==> src/rtl/epm_pkg.sv <==
// ----------------------------------------------------------------------------
// Energy pulse meter package
// Shared constants, register map, controller states and the command, status
// and configuration structs used across the meter.
// ----------------------------------------------------------------------------
package epm_pkg;

   // reading length limit and arithmetic constants
   localparam int MAX_SAMPLES   = 64;
   localparam int ADC_W         = 10;
   localparam int ADC_MAX       = (1 << ADC_W) - 1;
   localparam int MV_FULL_SCALE = 5000;
   localparam int ADC_COUNTS    = 1025;
   localparam int MS_PER_HOUR   = 3600000;

   // field and state widths
   localparam int SUM_W     = $clog2(MAX_SAMPLES * ADC_MAX + 1);
   localparam int TAKEN_W   = $clog2(MAX_SAMPLES + 1);
   localparam int SPR_W     = 7;
   localparam int MV_W      = 13;
   localparam int EPC_W     = 8;
   localparam int WH_W      = 10;
   localparam int TIME_W    = 32;
   localparam int DIV_W     = 32;
   localparam int DIV_CNT_W = $clog2(DIV_W + 1);

   // bus widths
   localparam int REQ_W   = 16;
   localparam int RSP_W   = 64;
   localparam int RSP_PAD = RSP_W - (MV_W + 1 + 1 + 1 + WH_W + 1 + DIV_W);
   localparam int ADDR_W  = 5;
   localparam int DATA_W  = 32;
   localparam int IDX_W   = 3;

   // register reset values
   localparam logic [SPR_W-1:0] SPR_RESET  = SPR_W'(5);
   localparam logic [MV_W-1:0]  LOW_RESET  = MV_W'(3500);
   localparam logic [MV_W-1:0]  HIGH_RESET = MV_W'(3900);
   localparam logic [EPC_W-1:0] EPC_RESET  = EPC_W'(6);
   localparam logic [WH_W-1:0]  WH_RESET   = WH_W'(10);

   // register map, word index = byte address / 4
   typedef enum logic [IDX_W-1:0] {
      REG_SAMPLES_PER_READING = 3'd0,
      REG_LOW_THRESHOLD       = 3'd1,
      REG_HIGH_THRESHOLD      = 3'd2,
      REG_EDGES_PER_COUNT     = 3'd3,
      REG_WH_PER_COUNT        = 3'd4
   } epm_reg_type;

   // controller states
   typedef enum logic [2:0] {
      ST_IDLE,
      ST_MUL,
      ST_MV_START,
      ST_MV_WAIT,
      ST_EVAL,
      ST_PW_START,
      ST_PW_WAIT,
      ST_OUT
   } epm_state_type;

   typedef struct packed {
      logic [SPR_W-1:0] samples_per_reading;
      logic [MV_W-1:0]  low_threshold_mv;
      logic [MV_W-1:0]  high_threshold_mv;
      logic [EPC_W-1:0] edges_per_count;
      logic [WH_W-1:0]  wh_per_count;
   } epm_cfg_type;

   // controller to datapath
   typedef struct packed {
      logic accept;     // input word taken this cycle
      logic mul;        // form reading numerator and denominator
      logic div_start;  // launch the divider
      logic div_pw;     // divider operands: 0 reading, 1 power
      logic eval;       // threshold, edge and count update
      logic pw_store;   // capture power quotient
      logic out_load;   // load result register
   } epm_cmd_type;

   // datapath to controller
   typedef struct packed {
      logic reading_done;  // the offered sample completes a reading
      logic div_busy;
      logic power_div;     // this reading needs the power division
      logic out_free;      // result register can take a new word
   } epm_sts_type;

endpackage

==> src/rtl/epm_csr.sv <==
// ----------------------------------------------------------------------------
// Energy pulse meter register file
// APB-style configuration registers with reset values and read-back.
// ----------------------------------------------------------------------------
module epm_csr (
   input  logic                        clock,
   input  logic                        reset,
   input  logic                        csr_psel,
   input  logic                        csr_penable,
   input  logic                        csr_pwrite,
   input  logic [epm_pkg::ADDR_W-1:0]  csr_paddr,
   input  logic [epm_pkg::DATA_W-1:0]  csr_pwdata,
   output logic [epm_pkg::DATA_W-1:0]  csr_prdata,
   output logic                        csr_pready,
   output epm_pkg::epm_cfg_type        cfg
);

   epm_pkg::epm_cfg_type cfg_ff, cfg_in;
   epm_pkg::epm_reg_type idx;
   logic                 wr_en;

   assign idx        = epm_pkg::epm_reg_type'(csr_paddr[epm_pkg::ADDR_W-1:2]);
   assign wr_en      = csr_psel & csr_penable & csr_pwrite;
   assign csr_pready = 1'b1;
   assign cfg        = cfg_ff;

   // register write
   always_comb begin
      cfg_in = cfg_ff;
      if (wr_en) begin
         case (idx)
            epm_pkg::REG_SAMPLES_PER_READING:
               cfg_in.samples_per_reading = csr_pwdata[epm_pkg::SPR_W-1:0];
            epm_pkg::REG_LOW_THRESHOLD:
               cfg_in.low_threshold_mv = csr_pwdata[epm_pkg::MV_W-1:0];
            epm_pkg::REG_HIGH_THRESHOLD:
               cfg_in.high_threshold_mv = csr_pwdata[epm_pkg::MV_W-1:0];
            epm_pkg::REG_EDGES_PER_COUNT:
               cfg_in.edges_per_count = csr_pwdata[epm_pkg::EPC_W-1:0];
            epm_pkg::REG_WH_PER_COUNT:
               cfg_in.wh_per_count = csr_pwdata[epm_pkg::WH_W-1:0];
            default: ;
         endcase
      end
   end

   always_ff @(posedge clock) begin
      if (reset) begin
         cfg_ff.samples_per_reading <= epm_pkg::SPR_RESET;
         cfg_ff.low_threshold_mv    <= epm_pkg::LOW_RESET;
         cfg_ff.high_threshold_mv   <= epm_pkg::HIGH_RESET;
         cfg_ff.edges_per_count     <= epm_pkg::EPC_RESET;
         cfg_ff.wh_per_count        <= epm_pkg::WH_RESET;
      end else begin
         cfg_ff <= cfg_in;
      end
   end

   // read-back
   always_comb begin
      csr_prdata = '0;
      case (idx)
         epm_pkg::REG_SAMPLES_PER_READING:
            csr_prdata = epm_pkg::DATA_W'(cfg_ff.samples_per_reading);
         epm_pkg::REG_LOW_THRESHOLD:
            csr_prdata = epm_pkg::DATA_W'(cfg_ff.low_threshold_mv);
         epm_pkg::REG_HIGH_THRESHOLD:
            csr_prdata = epm_pkg::DATA_W'(cfg_ff.high_threshold_mv);
         epm_pkg::REG_EDGES_PER_COUNT:
            csr_prdata = epm_pkg::DATA_W'(cfg_ff.edges_per_count);
         epm_pkg::REG_WH_PER_COUNT:
            csr_prdata = epm_pkg::DATA_W'(cfg_ff.wh_per_count);
         default: csr_prdata = '0;
      endcase
   end

endmodule

==> src/rtl/epm_div.sv <==
// ----------------------------------------------------------------------------
// Energy pulse meter divider
// Restoring unsigned divider, one quotient bit per cycle.
// ----------------------------------------------------------------------------
module epm_div (
   input  logic                       clock,
   input  logic                       reset,
   input  logic                       start,
   input  logic [epm_pkg::DIV_W-1:0]  dividend,
   input  logic [epm_pkg::DIV_W-1:0]  divisor,
   output logic                       busy,
   output logic [epm_pkg::DIV_W-1:0]  quotient
);

   logic [epm_pkg::DIV_W-1:0]     rem_ff, rem_in;
   logic [epm_pkg::DIV_W-1:0]     quo_ff, quo_in;
   logic [epm_pkg::DIV_W-1:0]     dvs_ff, dvs_in;
   logic [epm_pkg::DIV_CNT_W-1:0] cnt_ff, cnt_in;
   logic                          busy_ff, busy_in;
   logic [epm_pkg::DIV_W:0]       shifted;
   logic [epm_pkg::DIV_W:0]       diff;
   logic                          fits;

   assign busy     = busy_ff;
   assign quotient = quo_ff;

   // one trial subtraction per cycle
   always_comb begin
      shifted = {rem_ff, quo_ff[epm_pkg::DIV_W-1]};
      diff    = shifted - {1'b0, dvs_ff};
      fits    = ~diff[epm_pkg::DIV_W];

      rem_in  = rem_ff;
      quo_in  = quo_ff;
      dvs_in  = dvs_ff;
      cnt_in  = cnt_ff;
      busy_in = busy_ff;
      if (start) begin
         rem_in  = '0;
         quo_in  = dividend;
         dvs_in  = divisor;
         cnt_in  = epm_pkg::DIV_CNT_W'(epm_pkg::DIV_W);
         busy_in = 1'b1;
      end else if (busy_ff) begin
         rem_in  = fits ? diff[epm_pkg::DIV_W-1:0] : shifted[epm_pkg::DIV_W-1:0];
         quo_in  = {quo_ff[epm_pkg::DIV_W-2:0], fits};
         cnt_in  = cnt_ff - epm_pkg::DIV_CNT_W'(1);
         busy_in = (cnt_ff != epm_pkg::DIV_CNT_W'(1));
      end
   end

   always_ff @(posedge clock) begin
      if (reset) begin
         busy_ff <= 1'b0;
         cnt_ff  <= '0;
      end else begin
         busy_ff <= busy_in;
         cnt_ff  <= cnt_in;
      end
   end

   always_ff @(posedge clock) begin
      if (reset) begin
         rem_ff <= '0;
         quo_ff <= '0;
         dvs_ff <= '0;
      end else begin
         rem_ff <= rem_in;
         quo_ff <= quo_in;
         dvs_ff <= dvs_in;
      end
   end

   // a launch always makes the unit busy
   a_start_busy: assert property (@(posedge clock) disable iff (reset)
      start |=> busy_ff)
      else $error("divider not busy after start");

   // an idle divider holds its quotient
   a_idle_hold: assert property (@(posedge clock) disable iff (reset)
      (!busy_ff && !start) |=> $stable(quo_ff))
      else $error("quotient moved while idle");

endmodule

==> src/rtl/epm_dp.sv <==
// ----------------------------------------------------------------------------
// Energy pulse meter datapath
// Sample accumulation, millivolt and power arithmetic, hysteresis and count
// state, and the result register.
// ----------------------------------------------------------------------------
module epm_dp (
   input  logic                          clock,
   input  logic                          reset,
   input  epm_pkg::epm_cfg_type          cfg,
   input  epm_pkg::epm_cmd_type          cmd,
   output epm_pkg::epm_sts_type          sts,
   input  logic                          in_kind,
   input  logic [epm_pkg::ADC_W-1:0]     in_raw,
   output logic                          rsp_tvalid,
   input  logic                          rsp_tready,
   output logic [epm_pkg::RSP_W-1:0]     rsp_tdata
);

   // architectural state
   logic [epm_pkg::SUM_W-1:0]   sum_ff, sum_in;
   logic [epm_pkg::TAKEN_W-1:0] taken_ff, taken_in;
   logic [epm_pkg::MV_W-1:0]    last_out_ff, last_out_in;
   logic [epm_pkg::EPC_W-1:0]   edge_cnt_ff, edge_cnt_in;
   logic [epm_pkg::TIME_W-1:0]  now_ff, now_in;
   logic [epm_pkg::TIME_W-1:0]  last_cnt_ff, last_cnt_in;
   logic                        have_prev_ff, have_prev_in;
   logic                        led_ff, led_in;
   logic                        rsp_valid_ff, rsp_valid_in;

   // working registers
   logic [epm_pkg::DIV_W-1:0]   num_ff, den_ff, pw_num_ff, elapsed_ff;
   logic [epm_pkg::DIV_W-1:0]   power_ff;
   logic [epm_pkg::MV_W-1:0]    mv_ff;
   logic [epm_pkg::WH_W-1:0]    energy_ff;
   logic                        edge_ff, done_ff, pvalid_ff;
   logic [epm_pkg::RSP_W-1:0]   rsp_data_ff;

   logic [epm_pkg::TAKEN_W-1:0] n_eff;
   logic [epm_pkg::TAKEN_W:0]   taken_next;
   logic [epm_pkg::EPC_W-1:0]   epc_eff, edge_cnt_inc;
   logic [epm_pkg::MV_W-1:0]    mv_c;
   logic [epm_pkg::TIME_W-1:0]  elapsed_c;
   logic                        edge_c, done_c, in_band;
   logic                        div_busy;
   logic [epm_pkg::DIV_W-1:0]   div_quo, div_dvd, div_dvs;

   // effective reading length: zero acts as one, clamp at the maximum
   always_comb begin
      if (cfg.samples_per_reading == '0) begin
         n_eff = epm_pkg::TAKEN_W'(1);
      end else if (32'(cfg.samples_per_reading) > 32'(epm_pkg::MAX_SAMPLES)) begin
         n_eff = epm_pkg::TAKEN_W'(epm_pkg::MAX_SAMPLES);
      end else begin
         n_eff = epm_pkg::TAKEN_W'(cfg.samples_per_reading);
      end
   end

   assign taken_next = {1'b0, taken_ff} + (epm_pkg::TAKEN_W + 1)'(1);

   // reading evaluation terms
   assign mv_c         = div_quo[epm_pkg::MV_W-1:0];
   assign epc_eff      = (cfg.edges_per_count == '0) ? epm_pkg::EPC_W'(1)
                                                    : cfg.edges_per_count;
   assign edge_cnt_inc = edge_cnt_ff + epm_pkg::EPC_W'(1);
   assign edge_c       = (mv_c > cfg.high_threshold_mv) &&
                         (last_out_ff < cfg.low_threshold_mv);
   assign done_c       = edge_c && ((edge_cnt_inc >= epc_eff) ||
                                    (edge_cnt_inc == '0));
   assign in_band      = (mv_c > cfg.low_threshold_mv) &&
                         (mv_c < cfg.high_threshold_mv);
   assign elapsed_c    = now_ff - last_cnt_ff;

   // status to controller
   always_comb begin
      sts.reading_done = !in_kind && ({1'b0, n_eff} <= taken_next);
      sts.div_busy     = div_busy;
      sts.power_div    = done_c && have_prev_ff && (elapsed_c != '0);
      sts.out_free     = !rsp_valid_ff || rsp_tready;
   end

   // shared divider operands
   assign div_dvd = cmd.div_pw ? pw_num_ff : (num_ff + den_ff - epm_pkg::DIV_W'(1));
   assign div_dvs = cmd.div_pw ? elapsed_ff : den_ff;

   epm_div u_div (
      .clock    (clock),
      .reset    (reset),
      .start    (cmd.div_start),
      .dividend (div_dvd),
      .divisor  (div_dvs),
      .busy     (div_busy),
      .quotient (div_quo)
   );

   // state update
   always_comb begin
      sum_in       = sum_ff;
      taken_in     = taken_ff;
      last_out_in  = last_out_ff;
      edge_cnt_in  = edge_cnt_ff;
      now_in       = now_ff;
      last_cnt_in  = last_cnt_ff;
      have_prev_in = have_prev_ff;
      led_in       = led_ff;
      rsp_valid_in = rsp_valid_ff && !rsp_tready;

      if (cmd.accept) begin
         if (in_kind) begin
            now_in = now_ff + epm_pkg::TIME_W'(1);
         end else begin
            sum_in   = sum_ff + epm_pkg::SUM_W'(in_raw);
            taken_in = taken_next[epm_pkg::TAKEN_W-1:0];
         end
      end
      if (cmd.mul) begin
         sum_in   = '0;
         taken_in = '0;
      end
      if (cmd.eval) begin
         if (edge_c) begin
            led_in      = !led_ff;
            edge_cnt_in = done_c ? '0 : edge_cnt_inc;
         end
         if (done_c) begin
            last_cnt_in  = now_ff;
            have_prev_in = 1'b1;
         end
         if (!in_band) begin
            last_out_in = mv_c;
         end
      end
      if (cmd.out_load) begin
         rsp_valid_in = 1'b1;
      end
   end

   always_ff @(posedge clock) begin
      if (reset) begin
         sum_ff       <= '0;
         taken_ff     <= '0;
         last_out_ff  <= '0;
         edge_cnt_ff  <= '0;
         now_ff       <= '0;
         last_cnt_ff  <= '0;
         have_prev_ff <= 1'b0;
         led_ff       <= 1'b0;
         rsp_valid_ff <= 1'b0;
      end else begin
         sum_ff       <= sum_in;
         taken_ff     <= taken_in;
         last_out_ff  <= last_out_in;
         edge_cnt_ff  <= edge_cnt_in;
         now_ff       <= now_in;
         last_cnt_ff  <= last_cnt_in;
         have_prev_ff <= have_prev_in;
         led_ff       <= led_in;
         rsp_valid_ff <= rsp_valid_in;
      end
   end

   // operand, result and output payload registers
   always_ff @(posedge clock) begin
      if (cmd.mul) begin
         num_ff <= epm_pkg::DIV_W'(sum_ff) * epm_pkg::DIV_W'(epm_pkg::MV_FULL_SCALE);
         den_ff <= epm_pkg::DIV_W'(n_eff) * epm_pkg::DIV_W'(epm_pkg::ADC_COUNTS);
      end
      if (cmd.eval) begin
         mv_ff      <= mv_c;
         edge_ff    <= edge_c;
         done_ff    <= done_c;
         pvalid_ff  <= done_c && have_prev_ff;
         energy_ff  <= done_c ? cfg.wh_per_count : '0;
         // zero interval saturates; a real quotient replaces this later
         power_ff   <= (done_c && have_prev_ff) ? '1 : '0;
         pw_num_ff  <= epm_pkg::DIV_W'(cfg.wh_per_count) *
                       epm_pkg::DIV_W'(epm_pkg::MS_PER_HOUR);
         elapsed_ff <= elapsed_c;
      end
      if (cmd.pw_store) begin
         power_ff <= div_quo;
      end
      if (cmd.out_load) begin
         rsp_data_ff <= {{epm_pkg::RSP_PAD{1'b0}}, power_ff, pvalid_ff, energy_ff,
                         done_ff, led_ff, edge_ff, mv_ff};
      end
   end

   assign rsp_tvalid = rsp_valid_ff;
   assign rsp_tdata  = rsp_data_ff;

   // a reading never exceeds the millivolt field
   a_mv_range: assert property (@(posedge clock) disable iff (reset)
      cmd.eval |-> (div_quo[epm_pkg::DIV_W-1:epm_pkg::MV_W] == '0))
      else $error("millivolt quotient out of range");

   // a pending result is never overwritten
   a_no_overwrite: assert property (@(posedge clock) disable iff (reset)
      cmd.out_load |-> (!rsp_valid_ff || rsp_tready))
      else $error("result register overwritten");

endmodule

==> src/rtl/epm_ctrl.sv <==
// ----------------------------------------------------------------------------
// Energy pulse meter controller
// Sequences accumulation, the two divisions and the result hand-off.
// ----------------------------------------------------------------------------
module epm_ctrl (
   input  logic                  clock,
   input  logic                  reset,
   input  logic                  req_tvalid,
   output logic                  req_tready,
   input  epm_pkg::epm_sts_type  sts,
   output epm_pkg::epm_cmd_type  cmd
);

   epm_pkg::epm_state_type state_ff, state_in;

   always_ff @(posedge clock) begin
      if (reset) begin
         state_ff <= epm_pkg::ST_IDLE;
      end else begin
         state_ff <= state_in;
      end
   end

   // next state and commands
   always_comb begin
      state_in   = state_ff;
      cmd        = '0;
      req_tready = (state_ff == epm_pkg::ST_IDLE);
      case (state_ff)
         epm_pkg::ST_IDLE: begin
            if (req_tvalid) begin
               cmd.accept = 1'b1;
               if (sts.reading_done) begin
                  state_in = epm_pkg::ST_MUL;
               end
            end
         end
         epm_pkg::ST_MUL: begin
            cmd.mul  = 1'b1;
            state_in = epm_pkg::ST_MV_START;
         end
         epm_pkg::ST_MV_START: begin
            cmd.div_start = 1'b1;
            state_in      = epm_pkg::ST_MV_WAIT;
         end
         epm_pkg::ST_MV_WAIT: begin
            if (!sts.div_busy) begin
               state_in = epm_pkg::ST_EVAL;
            end
         end
         epm_pkg::ST_EVAL: begin
            cmd.eval = 1'b1;
            state_in = sts.power_div ? epm_pkg::ST_PW_START : epm_pkg::ST_OUT;
         end
         epm_pkg::ST_PW_START: begin
            cmd.div_start = 1'b1;
            cmd.div_pw    = 1'b1;
            state_in      = epm_pkg::ST_PW_WAIT;
         end
         epm_pkg::ST_PW_WAIT: begin
            cmd.div_pw = 1'b1;
            if (!sts.div_busy) begin
               cmd.pw_store = 1'b1;
               state_in     = epm_pkg::ST_OUT;
            end
         end
         epm_pkg::ST_OUT: begin
            if (sts.out_free) begin
               cmd.out_load = 1'b1;
               state_in     = epm_pkg::ST_IDLE;
            end
         end
         default: state_in = epm_pkg::ST_IDLE;
      endcase
   end

   // the divider is only launched when free
   a_start_free: assert property (@(posedge clock) disable iff (reset)
      cmd.div_start |-> !sts.div_busy)
      else $error("divider launched while busy");

endmodule

==> src/rtl/energy_pulse_meter.sv <==
// ----------------------------------------------------------------------------
// Energy pulse meter
// Pulse counter for an optical energy meter with hysteresis edge detection.
// ----------------------------------------------------------------------------
// Words arrive one at a time: a tick or an ADC sample that does not complete a
// reading is taken while the controller stays idle; the sample that completes
// a reading holds the input while the bit-serial divider forms the millivolt
// value, and while the same divider also forms the power when an energy count
// with a known interval needs it. A result word waits in its own register, so
// the input is open again while that word is still waiting to be taken.
module energy_pulse_meter (
   input  logic                        clock,
   input  logic                        reset,
   // input channel
   input  logic                        req_tvalid,
   output logic                        req_tready,
   input  logic [epm_pkg::REQ_W-1:0]   req_tdata,  // [9:0] raw_sample
   input  logic [0:0]                  req_tuser,  // [0] kind
   // result channel
   output logic                        rsp_tvalid,
   input  logic                        rsp_tready,
   // [12:0] millivolts, [13] edge_seen, [14] led_on, [15] count_done,
   // [25:16] energy_wh, [26] power_valid, [58:27] power_wph
   output logic [epm_pkg::RSP_W-1:0]   rsp_tdata,
   // configuration port
   input  logic                        csr_psel,
   input  logic                        csr_penable,
   input  logic                        csr_pwrite,
   input  logic [epm_pkg::ADDR_W-1:0]  csr_paddr,
   input  logic [epm_pkg::DATA_W-1:0]  csr_pwdata,
   output logic [epm_pkg::DATA_W-1:0]  csr_prdata,
   output logic                        csr_pready
);

   epm_pkg::epm_cfg_type cfg;
   epm_pkg::epm_cmd_type cmd;
   epm_pkg::epm_sts_type sts;

   epm_csr u_csr (
      .clock       (clock),
      .reset       (reset),
      .csr_psel    (csr_psel),
      .csr_penable (csr_penable),
      .csr_pwrite  (csr_pwrite),
      .csr_paddr   (csr_paddr),
      .csr_pwdata  (csr_pwdata),
      .csr_prdata  (csr_prdata),
      .csr_pready  (csr_pready),
      .cfg         (cfg)
   );

   epm_ctrl u_ctrl (
      .clock      (clock),
      .reset      (reset),
      .req_tvalid (req_tvalid),
      .req_tready (req_tready),
      .sts        (sts),
      .cmd        (cmd)
   );

   epm_dp u_dp (
      .clock      (clock),
      .reset      (reset),
      .cfg        (cfg),
      .cmd        (cmd),
      .sts        (sts),
      .in_kind    (req_tuser[0]),
      .in_raw     (req_tdata[epm_pkg::ADC_W-1:0]),
      .rsp_tvalid (rsp_tvalid),
      .rsp_tready (rsp_tready),
      .rsp_tdata  (rsp_tdata)
   );

endmodule
==> config.mk <==
export PLATFORM = sky130hd
export DESIGN_NAME = energy_pulse_meter
export DESIGN_NICKNAME = d
export VERILOG_FILES = /design/src/rtl/epm_pkg.sv /design/src/rtl/epm_csr.sv /design/src/rtl/epm_div.sv /design/src/rtl/epm_dp.sv /design/src/rtl/epm_ctrl.sv /design/src/rtl/energy_pulse_meter.sv
export SDC_FILE = /design/constraint.sdc
export NUM_CORES = 1
export LEC_CHECK = 0
export BUFFER_PORTS_ARGS = -buffer_cell sky130_fd_sc_hd__buf_2
export CORE_MARGIN = 2
export CORE_UTILIZATION = 25
export CTS_CLUSTER_DIAMETER = 30
export DETAILED_ROUTE_END_ITERATION = 6
export GPL_ROUTABILITY_DRIVEN = 1
export SYNTH_ARGS = -nofsm -noshare
export SYNTH_HDL_FRONTEND = slang
export SYNTH_SLANG_ARGS = --single-unit
==> constraint.sdc <==
create_clock -name clock -period 9.04 [get_ports clock]
set_clock_uncertainty 0.15 [all_clocks]
set_input_delay 2.712 -clock clock [delete_from_list [all_inputs] [get_ports clock]]
set_output_delay 2.712 -clock clock [all_outputs]
set_load 0.01 [all_outputs]
Yosys cells after proc, flatten, opt, wreduce, memory -nomap -nowiden
Index checks and enable logic that the tools add are counted.
Widths: inputs -> output; s select.
- bits in registers: 486
- input port bits: 61
- output and inout bits: 99
- logic and storage cells: 144
- add/subtract/negate cells: 9
- multiply operators: 3
- magnitude comparators: 7
- equal/unequal tests: 17
- muxes and demuxes: 35
- bitwise operators: 5
- reductions and logical operators: 36
- operator list (cell ; count):
    $mux 32 ; 8
    $pmux 13 s5 ; 1
    $sub 33x32->33 ; 1
    $add 32x1->32 const B ; 1
    $reduce_bool 32->1 ; 1
    $sub 32x1->32 const B ; 1
    $sub 32x32->32 ; 1
    $add 29x18->30 ; 1
    $gt 13x13->1 ; 2
    $lt 13x13->1 ; 2
    $mul 16x10->26 const B ; 1
    $mul 10x15->25 const B ; 1
    $pmux 3 s8 ; 1
    $reduce_and 2->1 ; 10
    $mul 7x11->18 const B ; 1
    $add 16x10->16 ; 1
    $logic_not 8->1 ; 2
    $mux 8 ; 2
    $eq 3x3->1 const B ; 5
    $mux 3 ; 5
    $mux 7 ; 2
    $mux 1 ; 13
    $eq 3x2->1 const B ; 4
    $mux 6 ; 2
    21 further kinds ; 43

Logic depth before layout (Yosys ltp)
Gate-level depths: netlist (run 1).
- word-level depth: 9
- gate-level depth with buffers: 21
- depth with buffers taken out: 21

Modules after synthesis
A second synthesis (run 1) with hierarchy kept.
- cells, all modules: 3403
- area, all modules: 31666.6 um2
- by module, submodules not included (module ; instances ; cells an instance ; area an instance (um2) ; sequential area each (um2)):
    epm_dp ; 1 ; 2335 ; 22557.9 ; 8438.1
    epm_div ; 1 ; 762 ; 6202.2 ; 2062.0
    epm_csr ; 1 ; 275 ; 2655.0 ; 1021.0
    epm_ctrl ; 1 ; 31 ; 251.5 ; 60.1

Worst setup path after synthesis (run 1)
OpenSTA, ideal clock, no wires.
- path kind: input to output
- start point: input port csr_paddr[3] (netlist name)
- end point: output port csr_prdata[8] (netlist name)
- arrival: 3.782 ns
- required time: 6.178 ns
- path slack: 2.396 ns
- stages: 5
- path buffers: 2
- cells stage by stage: clkbuf_1 -> nor2b_1 -> clkbuf_1 -> a22oi_1 -> o21ai_0
- word-level cells in the longest chain between the ends: 2
- elaborated cells between the ends (all ways): 6
- those cells by class: eq/ne: 4; mux: 1; reduce/logical: 1
- ends and longest elaborated chain (item ; RTL line ; source):
    start, declared ; energy_pulse_meter.sv:29 ; input logic [epm_pkg::ADDR_W-1:0] csr_paddr,
    $eq 3x3->1, or another cell as far along ; epm_csr.sv:62 ; case (idx)
    $pmux 13 s5 (*) ; epm_csr.sv:62 ;
    end, declared ; energy_pulse_meter.sv:31 ; output logic [epm_pkg::DATA_W-1:0] csr_prdata,
Every way passes the cells marked *; elsewhere a longest branch is shown, timed or not.

Worst setup path after layout (run 1)
Same ends and word-level chain as after synthesis.

==> flow_summary.json, run 1 <==
{
  "status": "finished clean",
  "stdcell_count": 4986,
  "synth_ff_type": "dfxtp_1",
  "grt_pass1_wl_um": 119900,
  "post_drt_wl_per_cell_um": 14.95,
  "min_path_cells": 0,
  "place_congestion": 0.8600,
  "tightest_slew_ps": 1278,
  "ys_async_sr_fraction_pct": 0,
  "fin_crit_sh_pct": 78.65,
  "r2r_end": "u_dp.pw_num_ff[31]$_DFFE_PP_",
  "postCtsSetupBuffers": 0,
  "r2r_slack_ps": 3030,
  "clock_latency_ps": 690,
  "synth_edf_count": 207,
  "critPathRequiredTime_ps": 6180,
  "cts_max_path_buffers": 3,
  "finalHoldViolations": 0,
  "tns_ps": 0,
  "drive_gt1_share_pct": 10.20,
  "slew_violations": 0,
  "dp_slack_ps": 2029,
  "drcViolationCount": 0,
  "timing.setup.critical_path_class": "primary input to output port",
  "switching_power_w": 0.003567,
  "drt_pre_antenna_iters": 7,
  "ys_warn_count": 0,
  "n_fill_cell": 12490,
  "finalWorstSetupSlack_ps": 1930,
  "worstHoldEndpoint": "u_dp.rsp_tdata[10]$_DFFE_PP_",
  "seqCellArea_um2": 11580,
  "vias": 22480,
  "die_height_um": 352.5,
  "post-route-min-period_ps": 7110,
  "mappedNetlistArea_um2": 30370,
  "grt_start_max_net_pins": 72,
  "setup_viol": 0,
  "multi_input_area_um2": 17000,
  "synth_cells": 3182,
  "synthDistinctLibCells": 83,
  "nNetsFinal": 3731,
  "die_w_um": 352.5,
  "pwr-share-clk_pct": 35.8,
  "grt_usage_pct": 11.91,
  "reg2regPathDepth": 19,
  "diodes": 0,
  "p_leak_nw": 15.74,
  "post_cts_resized": 0,
  "dpl.cell_count": 4809,
  "num_io_pins": 160,
  "core_um2": 120300,
  "crit_arrival_ps": 4250,
  "synth-seq-cells": 475,
  "clkTransAtPathRegs_ps": 50,
  "numCtsBuffers": 94,
  "antenna_found_initial": 4,
  "cts-root-buf": "clkbuf_16",
  "first_global_vias": 21990,
  "max-vdd-ir-drop_mv": 0.2907,
  "maxCapViolCount": 0,
  "syn_to_final_growth_pct": 18.07,
  "sequentialPowerShare_pct": 29.2,
  "die_area_um2": 124300,
  "combPwrFrac_pct": 35.1,
  "p_sw_share_pct": 36.28,
  "slew_headroom_pct": 14.77,
  "worstHoldStart": "u_dp.mv_ff[10]$_DFFE_PP_",
  "internal_power_w": 0.006264,
  "io_buffer_count": 107,
  "r2r_start": "u_csr.cfg[8]$_SDFFE_PP0P_",
  "cts_tree": "done",
  "start_util_pct": 25.25,
  "cts_num_sinks": 475,
  "syn_avg_cell_area_um2": 9.544,
  "ctsHoldBuffers": 0,
  "min_path_type": "register to register",
  "drt_first_iter_violations": 1317,
  "routed_wl_um": 74520,
  "fmax_mhz": 140.7,
  "end_kind": "output port",
  "place_hpwl_um": 55000,
  "drtAntennaViolNets": 0,
  "grt_overflow": 0,
  "crit_fanout": 22,
  "cts_htree_levels": 3,
  "rsz0062_at_grt": "false",
  "vias_per_cell": 4.508,
  "fin_util_pct": 29.81,
  "p_per_area_nw_per_um2": 274.2,
  "rows": 127,
  "synth-seq-area-share_pct": 38.14,
  "cp-start-kind": "primary input"
}
-- cells by family after synthesis --
group	after synthesis	synth area share (%)
buf+inv	482	6.324
compound gates	701	14.84
other cells	2	0.02473
simple gates	823	12.85
fa+ha+maj	377	17.86
mux	152	5.068
xor+xnor	170	4.903
flops	475	38.14
-- worst max-delay path by stage --
stage                       from       endpoint  slack (ps)
finish              csr_paddr[3]  csr_prdata[8]        1930
global route        csr_paddr[3]  csr_prdata[5]        1790
CTS                 csr_paddr[3]  csr_prdata[5]        2010
detailed placement  csr_paddr[3]  csr_prdata[3]        2030
global placement    csr_paddr[3]  csr_prdata[9]        2010
floorplan           csr_paddr[3]  csr_prdata[8]        2400
-- stage by stage --
step	hold slack, ps	power [W]	instance area (um2)
floorplan	250.3	0.005562	30450
CTS	259.0	0.009937	35860
detailed placement	254.5	0.006352	32600
finish	257.8	0.009831	35860
global route	265.5	0.01048	35860
global placement	253.2	0.006312	32600
-- cells in the final DEF (no fill, tap or decap), types with 34 or more instances in the layout --
cell	n
xnor2_1	100
inv_1	344
nand2_1	189
mux2i_1	138
nor2b_1	34
nor3_1	45
nand3_1	68
a21oi_1	212
ha_1	283
fa_1	94
xor2_1	70
a21o_1	106
edfxtp_1	207
buf_2	106
o21ai_0	142
nor2_1	285
dfxtp_1	267
clkbuf_16	95
-- sequential cells by signal, summed over array words and instances (netlist names), 10 cells and up --
signal	flops
u_csr.cfg	51
u_dp.elapsed_ff	32
u_dp.energy_ff	10
u_dp.last_cnt_ff	32
u_dp.last_out_ff	13
u_dp.mv_ff	13
u_dp.now_ff	32
u_dp.num_ff	26
u_dp.power_ff	32
u_dp.pw_num_ff	25
u_dp.rsp_tdata	59
u_dp.sum_ff	16
u_dp.u_div.dvs_ff	32
u_dp.u_div.quotient	32
u_dp.u_div.rem_ff	32
-- synth_stat cells, drive strengths merged, types with 49 or more instances --
cell type	count	area (um2)
inv	344	1291
nor2	288	1081
ha	283	3541
dfxtp	268	5365
a21oi	212	1061
edfxtp	207	6216
nand2	189	709.4
o21ai	148	744.5
mux2i	138	1381
a21o	106	795.8
xnor2	100	875.8
fa	94	1882
clkbuf	88	330.3
xor2	70	613.1
nand3	69	345.3
buf	49	295.3
-- critical path, cell delays in order --
cell     delay (ps)
buf_2           370
nor2b_1         570
a22oi_1         170
o21ai_0         230
buf_2           180
-- area by class of cell --
type	instances	share of cell area, %
Clock buffer	109	6.888
Clock inverter	68	2.195
Inverter	345	3.612
Multi-Input combinational cell	2248	47.41
Sequential cell	475	32.31
Tap cell	1612	5.625
Timing Repair Buffer	129	1.961
-- per-layer routing --
| metal | part of all wire, % | GRT usage (%) | vias to the layer above |
|---|---|---|---|
| li1 | - | - | 11350 |
| met1 | 48 | 16.38 | 10520 |
| met2 | 44 | 18.29 | 470 |
| met3 | 4.8 | 2.163 | 131 |
| met4 | 3.1 | 4.915 | 6 |
| met5 | 0.055 | 0 | - |
-- power by group through the flow --
stage	Sequential, W	Combinational (W)	Clock, W
after global routing	0.00290	0.00388	0.00370
after floorplan	0.00274	0.00282	0
final	0.00287	0.00345	0.00352
after global placement	0.00291	0.00341	0
after CTS	0.00287	0.00347	0.00360
after detailed placement	0.00291	0.00344	0
No activity file was read; power rests on OpenSTA's default activity.
==> run 2: changes to the inputs <==
Settings changed: ABC_AREA from default to 1.
Clock period 9.04 ns to 6.65 ns, I/O delays scaled along.
==> flow_summary.json, run 2 <==
{
  "syn_avg_cell_area_um2": 7.893,
  "fin_crit_sh_pct": 87.84,
  "status": "finished clean",
  "r2r_end": "u_dp.pw_num_ff[29]$_DFFE_PP_",
  "synth_ff_type": "dfxtp_1",
  "place_congestion": 0.8943,
  "synthTopCellsByArea": "edfxtp_1, dfxtp_1, ha_1",
  "setup_viol": 0,
  "min_path_type": "register to register",
  "worstHoldStart": "u_dp.power_ff[0]$_DFFE_PP_",
  "largest_reg_flops": 59,
  "maxCapViolCount": 0,
  "stdcell_count": 5934,
  "postCtsSetupBuffers": 0,
  "critPathRequiredTime_ps": 4510,
  "nNetsFinal": 4630,
  "r2r_slack_ps": 1100,
  "cts_max_path_buffers": 3,
  "num_io_pins": 160,
  "cts-root-buf": "clkbuf_16",
  "synthTopCellsByCount": "nand2_1, inv_1, a21oi_1",
  "p_leak_nw": 17.45,
  "worstHoldEndpoint": "u_dp.rsp_tdata[27]$_DFFE_PP_",
  "synth-seq-cells": 475,
  "post_cts_resized": 0,
  "cts_htree_levels": 3,
  "drive_gt1_share_pct": 9.691,
  "cts_num_sinks": 475,
  "clkTransAtPathRegs_ps": 60,
  "core_um2": 127400,
  "synth_most_common_cell": "nand2_1",
  "cts_tree": "done",
  "clock_latency_ps": 680,
  "die_w_um": 362.1,
  "routed_wl_um": 88140,
  "min_path_cells": 0,
  "post-route-min-period_ps": 5841,
  "drtAntennaViolNets": 0,
  "numCtsBuffers": 93,
  "fmax_mhz": 171.2,
  "vias": 26800,
  "vias_per_cell": 4.517,
  "synth-seq-area-share_pct": 36.12,
  "finalHoldViolations": 0,
  "p_total_w": 0.01668,
  "first_global_vias": 25690,
  "grt_pass1_wl_um": 139500,
  "max-vdd-ir-drop_mv": 0.8543,
  "layout_commonest_cell": "nand2_1",
  "rsz0062_at_grt": "false",
  "hold_slack_ps": 263.0,
  "antenna_found_initial": 3,
  "end_kind": "output port",
  "grt_usage_pct": 13.33,
  "die_area_um2": 131100,
  "tns_ps": 0,
  "grt_start_max_net_pins": 74,
  "drcViolationCount": 0,
  "io_buffer_count": 107,
  "n_fill_cell": 13350,
  "dpl.cell_count": 5759,
  "slew_headroom_pct": 25.03,
  "synth_edf_count": 207,
  "timing.setup.critical_path_class": "primary input to output port",
  "ctsHoldBuffers": 0,
  "drt_first_iter_violations": 1748,
  "syn_to_final_growth_pct": 18.04,
  "post_drt_wl_per_cell_um": 14.85,
  "ys_warn_count": 0,
  "crit_arrival_ps": 3700,
  "p_per_area_nw_per_um2": 440.8,
  "synthDistinctLibCells": 57,
  "r2r_start": "u_csr.cfg[7]$_SDFFE_PP0P_",
  "diodes": 0,
  "drt_pre_antenna_iters": 6,
  "place_hpwl_um": 68560,
  "slew_violations": 0,
  "synth_top_area_share_pct": 19.39,
  "die_height_um": 362.1,
  "final_cell_mix": "nand2_1, inv_1, a21oi_1",
  "rows": 131,
  "ys_async_sr_fraction_pct": 0,
  "yosysTopAreaCell": "edfxtp_1",
  "mappedNetlistArea_um2": 32060,
  "reg2regPathDepth": 21,
  "start_util_pct": 25.18,
  "synth_cells": 4062,
  "crit_fanout": 8,
  "tightest_slew_ps": 1113,
  "grt_overflow": 0,
  "cp-start-kind": "primary input"
}
[run 2: how the worst max path moves through the flow]
stage	startpoint	end	cells past startpoint
2_1_floorplan	u_ctrl.state_ff[2]$_SDFFE_PP0P_	u_dp.power_ff[0]$_DFFE_PP_	4
3_3_place_gp	csr_paddr[3]	csr_prdata[5]	7
3_5_place_dp	csr_paddr[4]	csr_prdata[5]	7
4_1_cts	csr_paddr[4]	csr_prdata[5]	7
5_1_grt	csr_paddr[2]	csr_prdata[5]	8
6_report	csr_paddr[4]	csr_prdata[5]	7
[run 2: layout make-up]
| type | instances | area [um2] | area share (%) |
|---|---|---|---|
| repair buffers | 128 | 693.2 | 1.831 |
| clock inverters | 74 | 1039 | 2.744 |
| multi-input cells | 2789 | 17390 | 45.94 |
| clock buffers | 101 | 2420 | 6.394 |
| well taps | 1662 | 2079 | 5.494 |
| inverters | 705 | 2649 | 6.999 |
| flip-flops and latches | 475 | 11580 | 30.60 |
[run 2: critical path, stage by stage]
cell	delay, ps
buf_2	130
nor3_1	610
inv_1	320
o21ai_0	260
a221oi_1	90
o21ai_0	120
buf_2	170
[run 2: cell families (layout without fill, tap and decap cells)]
| family | Yosys count | after routing | share of synthesized area, % |
|---|---|---|---|
| AO/OA/AOI/OAI | 731 | 731 | 12.75 |
| other | 2 | 25 | 0.02342 |
| flip-flops | 475 | 475 | 36.12 |
| adder cells (fa/ha/maj) | 377 | 377 | 16.91 |
| AND/OR/NAND/NOR | 1540 | 1540 | 21.03 |
| buffers and inverters | 821 | 1008 | 10.00 |
| XOR/XNOR | 116 | 116 | 3.169 |
[run 2: layer usage]
metal | wire (um) | part of all wire, % | GRT usage, %
met5 | 9 | 0.010 | 0
met1 | 38880 | 44 | 16.79
met4 | 3812 | 4.3 | 6.250
met2 | 41280 | 47 | 22.28
met3 | 4155 | 4.7 | 2.069
[run 2: where the power goes]
| part | switching [W] | total (W) | internal, W |
|---|---|---|---|
| clock network | 0.00182 | 0.00510 | 0.00327 |
| registers | 0.000384 | 0.00393 | 0.00355 |
| logic | 0.00515 | 0.00765 | 0.00250 |
[run 2: stage by stage]
stage / utilization, % / setup WS (ps) / instance area [um2]
floorplan: - / 798.4 / 32150
detailed placement: 27.00 / 867.6 / 34390
global placement: 27.00 / 930.6 / 34390
finish: 29.72 / 808.8 / 37850
CTS: 29.72 / 853.3 / 37850
global route: 29.72 / 588.7 / 37850
